$ cat src/hdl/msl_pkg.sv
`timescale 1ns / 1ps
`default_nettype none

package msl_pkg;

   localparam int NUM_MOTORS_DEF = 10;
   localparam int NUM_MOTORS_MAX = 16;

   localparam int PORT_W   = 4;
   localparam int DRIVE_W  = 8;
   localparam int STEP_W   = 7;
   localparam int PERIOD_W = 8;
   localparam int MASK_W   = 10;
   localparam int CSR_IDX_W  = 2;
   localparam int CSR_DATA_W = 10;
   localparam int REQ_TDATA_W = 16;
   localparam int RSP_TDATA_W = 16;

   localparam logic [STEP_W-1:0]   STEP_LIMIT_RST  = STEP_W'(20);
   localparam logic [PERIOD_W-1:0] PASS_PERIOD_RST = PERIOD_W'(20);

   typedef enum logic [CSR_IDX_W-1:0] {
      CSR_STEP_LIMIT  = 2'd0,
      CSR_PASS_PERIOD = 2'd1,
      CSR_MOTOR_EN    = 2'd2,
      CSR_RUNNING     = 2'd3
   } csr_index_type;

   typedef enum logic {
      MODE_SET  = 1'b0,
      MODE_TICK = 1'b1
   } mode_type;

   typedef enum logic [1:0] {
      ST_IDLE,
      ST_EXEC,
      ST_PASS
   } state_type;

   // bit of the active mask for a motor; motors past the mask width are never active
   function automatic logic mask_bit(input logic [MASK_W-1:0] mask,
                                     input logic [PORT_W-1:0] idx);
      logic r;
      r = 1'b0;
      if (idx < PORT_W'(MASK_W)) begin
         r = mask[idx];
      end
      return r;
   endfunction

endpackage

`default_nettype wire

$ cat src/hdl/multi_motor_slew_limiter_core.sv
`timescale 1ns / 1ps
`default_nettype none

// Set item: decided in the cycle after acceptance; a direct write loads the result register
//   and waits while it is full, a stored target or an out-of-range port gives no result.
// Tick item: on a slew pass the single approach unit visits the motors one after another;
//   the pass waits while the result register is full.
// Requests: ready only while idle, so a new item waits until the last one is done.
// Reset (synchronous, active high): registers to defaults, all targets, drives and count zero.
module multi_motor_slew_limiter_core
   import msl_pkg::*;
#(
   parameter int NUM_MOTORS = NUM_MOTORS_DEF
)
(
   input  wire logic                    clock,
   input  wire logic                    reset,
   // request item
   input  wire logic                    req_tvalid,
   output logic                         req_tready,
   input  wire logic [REQ_TDATA_W-1:0]  req_tdata,   // [3:0] motor_port, [11:4] speed, rest zero
   input  wire logic                    req_tuser,   // [0] mode
   // result item
   output logic                         rsp_tvalid,
   input  wire logic                    rsp_tready,
   output logic      [RSP_TDATA_W-1:0]  rsp_tdata,   // [3:0] out_port, [11:4] drive, rest zero
   output logic                         rsp_tlast,
   // register writes
   input  wire logic                    csr_valid,
   output logic                         csr_ready,
   input  wire logic [CSR_IDX_W-1:0]    csr_index,
   input  wire logic [CSR_DATA_W-1:0]   csr_data
);

   localparam int IDX_W = (NUM_MOTORS > 1) ? $clog2(NUM_MOTORS) : 1;
   localparam logic [PORT_W:0] NUM_L = (PORT_W + 1)'(NUM_MOTORS);

   // configuration registers
   logic [STEP_W-1:0]   step_ff;
   logic [PERIOD_W-1:0] period_ff;
   logic [MASK_W-1:0]   mask_ff;
   logic                running_ff;

   // motor state
   logic signed [DRIVE_W-1:0] target_ff [NUM_MOTORS];
   logic signed [DRIVE_W-1:0] drive_ff  [NUM_MOTORS];
   logic [PERIOD_W-1:0]       count_ff, count_in;

   // sequencer
   state_type                 state_ff, state_in;
   logic [IDX_W-1:0]          idx_ff, idx_in;
   logic                      mode_ff;
   logic [PORT_W-1:0]         port_ff;
   logic signed [DRIVE_W-1:0] speed_ff;

   // result register
   logic                      rsp_valid_ff, rsp_valid_in;
   logic [PORT_W-1:0]         rsp_port_ff, rsp_port_in;
   logic signed [DRIVE_W-1:0] rsp_drive_ff, rsp_drive_in;
   logic                      rsp_last_ff, rsp_last_in;

   // array write strobes
   logic                      tgt_we, drv_we;
   logic [IDX_W-1:0]          wr_idx;
   logic signed [DRIVE_W-1:0] drv_wdata;

   logic                      req_acc;
   logic                      slot_free;
   logic                      port_ok;
   logic [PORT_W-1:0]         idx_port;
   logic                      cur_active;
   logic                      more_active;
   logic signed [DRIVE_W-1:0] step_drive;

   assign req_acc    = req_tvalid && req_tready;
   assign req_tready = (state_ff == ST_IDLE);
   assign csr_ready  = 1'b1;
   // result register may load when empty or being emptied this cycle
   assign slot_free  = !rsp_valid_ff || rsp_tready;
   assign port_ok    = ({1'b0, port_ff} < NUM_L);
   assign idx_port   = PORT_W'(idx_ff);
   assign cur_active = mask_bit(mask_ff, idx_port);

   always_comb begin
      more_active = 1'b0;
      for (int j = 0; j < NUM_MOTORS; j++) begin
         if ((PORT_W'(j) > idx_port) && mask_bit(mask_ff, PORT_W'(j))) begin
            more_active = 1'b1;
         end
      end
   end

   msl_approach u_approach (
      .from_drive (drive_ff[idx_ff]),
      .to_drive   (target_ff[idx_ff]),
      .limit      (step_ff),
      .new_drive  (step_drive)
   );

   // sequencer
   always_comb begin
      state_in     = state_ff;
      idx_in       = idx_ff;
      count_in     = count_ff;
      rsp_valid_in = rsp_valid_ff && !rsp_tready;
      rsp_port_in  = rsp_port_ff;
      rsp_drive_in = rsp_drive_ff;
      rsp_last_in  = rsp_last_ff;
      tgt_we       = 1'b0;
      drv_we       = 1'b0;
      wr_idx       = port_ff[IDX_W-1:0];
      drv_wdata    = speed_ff;

      unique case (state_ff)
         ST_IDLE: begin
            if (req_acc) begin
               state_in = ST_EXEC;
            end
         end
         ST_EXEC: begin
            if (mode_ff == MODE_SET) begin
               if (!port_ok) begin
                  state_in = ST_IDLE;
               end else if (mask_bit(mask_ff, port_ff) && running_ff) begin
                  tgt_we   = 1'b1;
                  state_in = ST_IDLE;
               end else if (slot_free) begin
                  drv_we       = 1'b1;
                  rsp_valid_in = 1'b1;
                  rsp_port_in  = port_ff;
                  rsp_drive_in = speed_ff;
                  rsp_last_in  = 1'b1;
                  state_in     = ST_IDLE;
               end
            end else begin
               if (!running_ff) begin
                  state_in = ST_IDLE;
               end else if (count_ff != '0) begin
                  count_in = count_ff - PERIOD_W'(1);
                  state_in = ST_IDLE;
               end else begin
                  idx_in   = '0;
                  state_in = ST_PASS;
               end
            end
         end
         ST_PASS: begin
            wr_idx    = idx_ff;
            drv_wdata = step_drive;
            if (!cur_active || slot_free) begin
               if (cur_active) begin
                  drv_we       = 1'b1;
                  rsp_valid_in = 1'b1;
                  rsp_port_in  = idx_port;
                  rsp_drive_in = step_drive;
                  rsp_last_in  = !more_active;
               end
               if (more_active) begin
                  idx_in = idx_ff + IDX_W'(1);
               end else begin
                  // pass done: reload, zero period acts as one
                  count_in = (period_ff == '0) ? '0 : period_ff - PERIOD_W'(1);
                  state_in = ST_IDLE;
               end
            end
         end
         default: begin
            state_in = ST_IDLE;
         end
      endcase
   end

   always_ff @(posedge clock) begin
      if (reset) begin
         state_ff     <= ST_IDLE;
         idx_ff       <= '0;
         count_ff     <= '0;
         rsp_valid_ff <= 1'b0;
      end else begin
         state_ff     <= state_in;
         idx_ff       <= idx_in;
         count_ff     <= count_in;
         rsp_valid_ff <= rsp_valid_in;
      end
   end

   // payload, no reset needed
   always_ff @(posedge clock) begin
      rsp_port_ff  <= rsp_port_in;
      rsp_drive_ff <= rsp_drive_in;
      rsp_last_ff  <= rsp_last_in;
      if (req_acc) begin
         mode_ff  <= req_tuser;
         port_ff  <= req_tdata[PORT_W-1:0];
         speed_ff <= req_tdata[PORT_W+DRIVE_W-1:PORT_W];
      end
   end

   // targets and drives
   always_ff @(posedge clock) begin
      if (reset) begin
         for (int i = 0; i < NUM_MOTORS; i++) begin
            target_ff[i] <= '0;
            drive_ff[i]  <= '0;
         end
      end else begin
         if (tgt_we) begin
            target_ff[wr_idx] <= speed_ff;
         end
         if (drv_we) begin
            drive_ff[wr_idx] <= drv_wdata;
         end
      end
   end

   // register file
   always_ff @(posedge clock) begin
      if (reset) begin
         step_ff    <= STEP_LIMIT_RST;
         period_ff  <= PASS_PERIOD_RST;
         mask_ff    <= '0;
         running_ff <= 1'b0;
      end else if (csr_valid && csr_ready) begin
         unique case (csr_index_type'(csr_index))
            CSR_STEP_LIMIT:  step_ff    <= csr_data[STEP_W-1:0];
            CSR_PASS_PERIOD: period_ff  <= csr_data[PERIOD_W-1:0];
            CSR_MOTOR_EN:    mask_ff    <= csr_data[MASK_W-1:0];
            CSR_RUNNING:     running_ff <= csr_data[0];
            default: ;
         endcase
      end
   end

   assign rsp_tvalid = rsp_valid_ff;
   assign rsp_tlast  = rsp_last_ff;
   assign rsp_tdata  = {(RSP_TDATA_W - PORT_W - DRIVE_W)'(0), rsp_drive_ff, rsp_port_ff};

   // checks
   a_acc_exec: assert property (@(posedge clock) disable iff (reset)
      req_acc |=> state_ff == ST_EXEC)
      else $error("accepted item not taken to decode");

   a_pass_running: assert property (@(posedge clock) disable iff (reset)
      state_ff == ST_PASS |-> running_ff)
      else $error("slew pass while stopped");

   a_rsp_port: assert property (@(posedge clock) disable iff (reset)
      rsp_valid_ff |-> ({1'b0, rsp_port_ff} < NUM_L))
      else $error("result for motor out of range");

   a_pass_idx: assert property (@(posedge clock) disable iff (reset)
      state_ff == ST_PASS |-> ({1'b0, idx_port} < NUM_L))
      else $error("pass index out of range");

   a_no_overwrite: assert property (@(posedge clock) disable iff (reset)
      (rsp_valid_ff && !rsp_tready) |=> rsp_valid_ff)
      else $error("held result dropped");

endmodule

`default_nettype wire

$ cat src/hdl/msl_approach.sv
`timescale 1ns / 1ps
`default_nettype none

// Shared slew step: move from toward to by at most limit.
module msl_approach
   import msl_pkg::*;
(
   input  wire logic signed [DRIVE_W-1:0] from_drive,
   input  wire logic signed [DRIVE_W-1:0] to_drive,
   input  wire logic        [STEP_W-1:0]  limit,
   output logic      signed [DRIVE_W-1:0] new_drive
);

   logic signed [DRIVE_W:0] diff;
   logic signed [DRIVE_W:0] lim_pos;
   logic signed [DRIVE_W:0] lim_neg;
   logic signed [DRIVE_W:0] from_x;
   logic signed [DRIVE_W:0] sum;

   always_comb begin
      from_x  = {from_drive[DRIVE_W-1], from_drive};
      diff    = {to_drive[DRIVE_W-1], to_drive} - from_x;
      lim_pos = {2'b00, limit};
      lim_neg = -lim_pos;
      if (diff > lim_pos) begin
         sum = from_x + lim_pos;
      end else if (diff < lim_neg) begin
         sum = from_x - lim_pos;
      end else begin
         sum = {to_drive[DRIVE_W-1], to_drive};
      end
      // result lies between from and to, so it fits the drive width
      new_drive = sum[DRIVE_W-1:0];
   end

endmodule

`default_nettype wire

$ cat config.mk
export PLATFORM = sky130hd
export DESIGN_NAME = multi_motor_slew_limiter_core
export DESIGN_NICKNAME = d
export VERILOG_FILES = /design/src/hdl/msl_pkg.sv /design/src/hdl/multi_motor_slew_limiter_core.sv /design/src/hdl/msl_approach.sv
export SDC_FILE = /design/constraint.sdc
export NUM_CORES = 1
export LEC_CHECK = 0
export ABC_AREA = 1
export BUFFER_PORTS_ARGS = -buffer_cell sky130_fd_sc_hd__buf_4
export CAP_MARGIN = 20
export CORE_MARGIN = 2
export CORE_UTILIZATION = 55
export CTS_BUF_LIST = sky130_fd_sc_hd__clkbuf_4 sky130_fd_sc_hd__clkbuf_8
export DETAILED_ROUTE_END_ITERATION = 8
export GPL_TIMING_DRIVEN = 1
export PLACE_DENSITY = 0.77
export SETUP_SLACK_MARGIN = 0.5
export SLEW_MARGIN = 20
export SYNTH_ARGS = -nofsm -noshare
export SYNTH_HDL_FRONTEND = slang
export SYNTH_HIERARCHICAL = 1
export SYNTH_SLANG_ARGS = --single-unit
$ cat constraint.sdc
create_clock -name clock -period 5.4 [get_ports clock]
set_input_delay 0.27 -clock clock [delete_from_list [all_inputs] [get_ports clock]]
set_output_delay 0.27 -clock clock [all_outputs]
set_load 0.1 [all_outputs]
## Yosys cells after proc, flatten, opt, wreduce, memory -nomap -nowiden

Memory sizes are Yosys's and may differ from the RTL's. A register that Yosys moved wholly into a read port is not among the register bits.
Index checks and enable logic that the tools add are counted.
Widths: inputs -> output; s select.

| storage, ports and cells | value |
|---|---|
| bits of input ports | 34 |
| bits in registers | 67 |
| output and inout bits | 20 |
| bits in writable memories | 160 |
| memories kept | 2 |
| word-level logic and storage cells | 196 |

Memory list:

| memory | words | bits a word | read ports | clocked after memory_dff | write ports | RTL line | RTL |
|---|---|---|---|---|---|---|---|
| drive_ff | 10 | 8 | 1 | 1 | 10 | multi_motor_slew_limiter_core.sv:46 | `logic signed [DRIVE_W-1:0] drive_ff [NUM_MOTORS];` |
| target_ff | 10 | 8 | 1 | 1 | 10 | multi_motor_slew_limiter_core.sv:45 | `logic signed [DRIVE_W-1:0] target_ff [NUM_MOTORS];` |

| cells by class | value |
|---|---|
| $add $sub $neg | 7 |
| equality and inequality tests | 19 |
| multiplexer cells | 103 |
| magnitude comparators | 17 |
| reduce and logical (&&, ||, !) cells | 34 |

Operators with widths:

| cell | count |
|---|---|
| $mux 8 | 17 |
| $mux 4 | 18 |
| $mux 1 | 49 |
| $pmux 8 s2 | 2 |
| $ne 2x2->1 const B | 12 |
| $mux 2 | 9 |
| $gt 3x4->1 const A | 4 |
| $pmux 4 s2 | 2 |
| $reduce_or 8->1 | 2 |
| $sub 8x1->8 const B | 2 |
| $logic_and 1x1->1 | 13 |
| $lt 4x4->1 const B | 3 |
| $reduce_and 6->1 | 2 |
| $lt 4x5->1 const B | 2 |
| $gt 9x8->1 | 1 |
| $lt 9x9->1 | 1 |
| $neg 7->9 | 1 |
| $sub 8x8->9 | 1 |
| $add 8x8->8 | 1 |
| $bmux 1 s4 | 2 |
| $gt 1x4->1 const A | 2 |
| $gt 2x4->1 const A | 2 |
| $gt 4x4->1 const A | 2 |
| $logic_not 8->1 | 1 |
| 16 further kinds | 29 |

## Longest topological paths before layout

| logic depth | value |
|---|---|
| depth in word-level cells | 17 |
| gate-level depth with buffers | 34 |
| mapped depth without buffers | 32 |

## Hierarchy

The synthesis kept the hierarchy.

Modules (own cells, without submodules):

| module | cells an instance | area an instance (um^2) | times used |
|---|---|---|---|
| multi_motor_slew_limiter_core | 1,373 | 14,916.8 | 1 |
| msl_approach | 264 | 1,620.3 | 1 |

## Worst setup path before layout

No wires, ideal clock.

| timing | value |
|---|---|
| path type | flip-flop to flip-flop |
| start | register with a tool-made name |
| end | memory drive_ff[10][0] (data pin) |
| stages on the path, launching flop included | 34 |
| path buffers | 4 |
| data required time | 5,128 ps |
| clock period less this slack | 4,324 ps |
| setup slack | 1,076 ps |
| library setup time | 272 ps |
| arrival | 4,051 ps |
| path through | dfxtp_1 buf_2 buf_2 buf_2 mux2i_1 o211ai_1 o211ai_1 nand2_1 inv_1 ha_1 inv_1 fa_1 nand3_2 nand2_1 a31oi_1 xor2_1 inv_1 ha_1 nand2_1 inv_1 nand3_1 nor2_1 nand3_1 nand2_1 nand2_1 nand2_2 buf_6 nand3_1 nand2_1 nand2_1 mux2i_1 inv_1 nand2_2 inv_1 |

RTL lines:

| item | RTL line |
|---|---|
| end, declared | multi_motor_slew_limiter_core.sv:46 |

==> insert_results.sql <==
INSERT INTO impl_metrics (metric_group, metric, value, unit) VALUES
('layout', 'design.final.nets', '1845', ''),
('worst_setup_path', 'timing.critical_path.from_type', 'register', ''),
('detailed_routing', 'postRouteAntennaNets', '0', ''),
('flow_run', 'max_cap_violations', '0', ''),
('timing', 'hold_ws', '0.0336', 'ns'),
('worst_setup_path', 'critPathKind', 'reg2reg', ''),
('timing', 'slew_headroom', '0.227', ''),
('timing', 'finalSetupViolations', '0', ''),
('die', 'ios', '54', ''),
('timing', 'setup-tns-final', '0', 'ns'),
('worst_setup_path', 'cp-end-kind', 'register', ''),
('worst_setup_path', 'critical_path.most_common_cell', 'sky130_fd_sc_hd__nand2_2', ''),
('die', 'dieArea', '31500', 'um^2'),
('die', 'core.rowCount', '63', ''),
('global_route', 'grt_pass1_vias', '12000', ''),
('worst_setup_path', 'critical_path.top_delay_family', 'simple AND/OR/NAND/NOR gates', ''),
('synth', 'ys_seq_area_frac', '0.567', ''),
('clock_tree', 'cts_made_buffers', '52', ''),
('worst_setup_path', 'regToRegEndpoint', 'drive_ff[15][0]$_DFFE_PP_', ''),
('die', 'die-height', '177', 'um'),
('detailed_routing', 'routed_wire_length_per_instance', '19.6', 'um'),
('run_status', 'outcome', 'finished clean', ''),
('clock_tree', 'clock_tree.buffer_depth', '3', ''),
('timing', 'final-hold-violation-count', '0', ''),
('global_route', 'grt_usage', '0.262', ''),
('timing', 'clock-skew-final', '0.0396', 'ns'),
('worst_setup_path', 'rr_worst_depth', '31', ''),
('clock_tree', 'clkSinkCount', '327', ''),
('power_and_ir_drop', 'power-per-cell-area', '546', 'nW/um^2'),
('detailed_routing', 'drc_errors', '0', ''),
('timing', 'post-route-worst-setup-slack', '0.656', 'ns'),
('placed_design', 'post_detailed_placement_half_perimeter_wirelength', '27300', 'um'),
('synth', 'post_synthesis_cells', '1637', ''),
('die', 'placeableCoreArea', '29600', 'um^2'),
('placed_design', 'place_area', '17300', 'um^2'),
('worst_setup_path', 'crit_path_max_fanout', '10', ''),
('power_and_ir_drop', 'cellLeakagePower', '7.55', 'nW'),
('die', 'chipWidth', '177', 'um'),
('clock_tree', 'h-tree-depth', '2', ''),
('layout', 'area_growth', '16.1', '%'),
('global_route', 'first_pass_grt_wire_length', '63200', 'um'),
('global_route', 'grt_antenna_before_repair', '0', ''),
('timing', 'final_min_period_over_clock_period', '0.879', ''),
('synth', 'async_reset_ff_frac', '0', ''),
('detailed_routing', 'drt-pass1-iter-count', '8', ''),
('clock_tree', 'path_clk_slew', '0.06', 'ns'),
('layout', 'share_of_cells_above_drive_strength_1', '0.171', ''),
('detailed_routing', 'total_length_of_routed_wires', '42900', 'um'),
('timing', 'final_period_minus_worst_setup_slack', '4.74', 'ns'),
('timing', 'tightestPinTransition', '1.15', 'ns'),
('worst_setup_path', 'crit_cells', '31', ''),
('synth', 'yosys_register_bits', '327', ''),
('layout', 'top_library_cells_by_usage_in_the_layout_fill_and_taps_aside', '282 x sky130_fd_sc_hd__edfxtp_1, 221 x sky130_fd_sc_hd__nor2_1, 192 x sky130_fd_sc_hd__inv_1', ''),
('die', 'start_util', '0.558', ''),
('layout', 'postLayoutCoreUtil', '0.648', ''),
('global_route', 'grt_max_degree', '65', ''),
('timing', 'rsz_0062_raised_after_global_routing', 'false', ''),
('timing', 'fmax', '211', 'MHz'),
('layout', 'multi_input_area', '6220', 'um^2'),
('power_and_ir_drop', 'design_power_total', '10.5', 'mW'),
('worst_setup_path', 'reg2reg_setup_slack', '0.66', 'ns'),
('layout', 'final_area', '19200', 'um^2'),
('detailed_routing', 'drt_first_iter_violations', '1476', ''),
('layout', 'finalNonFillerCells', '2192', ''),
('global_route', 'gr-total-overflow', '0', ''),
('power_and_ir_drop', 'ir_worst_vdd', '0.464', 'mV'),
('synth', 'synthFlopType', 'sky130_fd_sc_hd__edfxtp_1', ''),
('clock_tree', 'worstSkewPairLatency', '0.61', 'ns'),
('placed_design', 'dp_slack', '0.173', 'ns'),
('synth', 'synth_warnings', '6', ''),
('layout', 'most_common_library_cell_in_the_layout_ignoring_fill_and_taps', 'sky130_fd_sc_hd__edfxtp_1', '');
## cell type report
| type | count | share of cell area |
|---|---|---|
| clock buffers | 73 | 0.0461 |
| clock inverters | 20 | 0.00769 |
| inverters | 213 | 0.0425 |
| repair buffers | 131 | 0.0658 |
| flip-flops and latches | 327 | 0.488 |
| multi-input cells | 1038 | 0.324 |
| well taps | 390 | 0.0254 |
## worst min-delay path by stage
| stage | slack (ns) | cells past startpoint | start | to |
|---|---|---|---|---|
| final | 0.03 | 4 | rsp_tready | rsp_tvalid$_SDFF_PP0_ |
| after global routing | 0.08 | 4 | rsp_tready | rsp_tvalid$_SDFF_PP0_ |
| after CTS | 0.01 | 4 | rsp_tready | rsp_tvalid$_SDFF_PP0_ |
| after detailed placement | 0.45 | 1 | req_tdata[0] | port_ff[0]$_DFFE_PP_ |
| after global placement | 0.45 | 1 | req_tdata[8] | speed_ff[4]$_DFFE_PP_ |
| after floorplan | 0.37 | 0 | req_tuser | mode_ff$_DFFE_PP_ |
## cells by family (layout without fill, tap and decap cells)
| family | count (synthesis) | count (layout) | share of synthesized area |
|---|---|---|---|
| fa+ha+maj | 48 | 48 | 0.0377 |
| buf+inv | 279 | 437 | 0.0675 |
| xor+xnor | 26 | 26 | 0.0138 |
| flops | 327 | 327 | 0.567 |
| other cells | 2 | 5 | 0.000454 |
| mux | 72 | 72 | 0.0436 |
| compound gates | 327 | 327 | 0.114 |
| simple gates | 556 | 560 | 0.156 |
## power by group
group          switching [mW]  internal, mW
logic                    3.39          1.90
registers               0.143          2.93
clock network           0.970          1.15
total                    4.50          5.99
## state kept, by name (all words and copies together) (netlist names), 2 cells and up, named ones only
| signal | count |
|---|---|
| rsp_port_ff | 4 |
| target_ff | 128 |
| rsp_drive_ff | 8 |
| state_ff | 2 |
| speed_ff | 8 |
| drive_ff | 128 |
| period_ff | 8 |
| idx_ff | 4 |
| step_ff | 7 |
| mask_ff | 10 |
| count_ff | 8 |
| port_ff | 4 |
## worst register-to-register path: cells and delay by family, from the launching register on
family,cells,cell delay (ns)
multiplexers,1,0.07
XOR/XNOR,1,0.19
adder cells (fa/ha/maj),3,0.82
flip-flops,1,0.40
AND/OR/NAND/NOR,13,1.32
AO/OA/AOI/OAI,5,0.73
buffers and inverters,8,1.03
## metal layers
metal | wire length (um) | track usage | share of wire
met1 | 16900 | 0.334 | 0.39
met2 | 20800 | 0.437 | 0.48
met3 | 3640 | 0.0482 | 0.085
met4 | 1580 | 0.119 | 0.037
met5 | 0 | 0 | 0
## synthesized netlist by cell type, types with 6 or more instances
cell type                  count  area (um^2)
sky130_fd_sc_hd__o21ai_0     129          646
sky130_fd_sc_hd__nand4_1       6         37.5
sky130_fd_sc_hd__inv_1       198          743
sky130_fd_sc_hd__nand2_2      21          131
sky130_fd_sc_hd__dfxtp_1      45          901
sky130_fd_sc_hd__nor2_1      222          833
sky130_fd_sc_hd__clkbuf_1     35          131
sky130_fd_sc_hd__nand3_1      77          385
sky130_fd_sc_hd__edfxtp_1    282         8470
sky130_fd_sc_hd__mux2i_1      72          721
sky130_fd_sc_hd__a21oi_1     104          521
sky130_fd_sc_hd__nor3_1       16         80.1
sky130_fd_sc_hd__nand2_1     166          623
sky130_fd_sc_hd__o211ai_1     66          495
sky130_fd_sc_hd__buf_2         9         45.0
sky130_fd_sc_hd__nand2_4      13          146
sky130_fd_sc_hd__xor2_1       22          193
sky130_fd_sc_hd__ha_1         45          563
sky130_fd_sc_hd__inv_2        12         45.0
sky130_fd_sc_hd__buf_1        10         37.5
sky130_fd_sc_hd__nor2_2       12         75.1
sky130_fd_sc_hd__buf_4        10         75.1
sky130_fd_sc_hd__nor2_4        6         67.6
## repair_timing
| action | CTS | global route |
|---|---|---|
| cloned | 1 | 7 |
| endpoints found under the setup margin | 128 | 133 |
| hold buffers | 27 | 0 |
| endpoints found under the hold margin | 43 | 0 |
| gates resized for setup | 12 | 41 |
| pin swaps | 1 | 22 |
| setup buffers | 4 | 21 |
(Power assumes the default switching activity.)
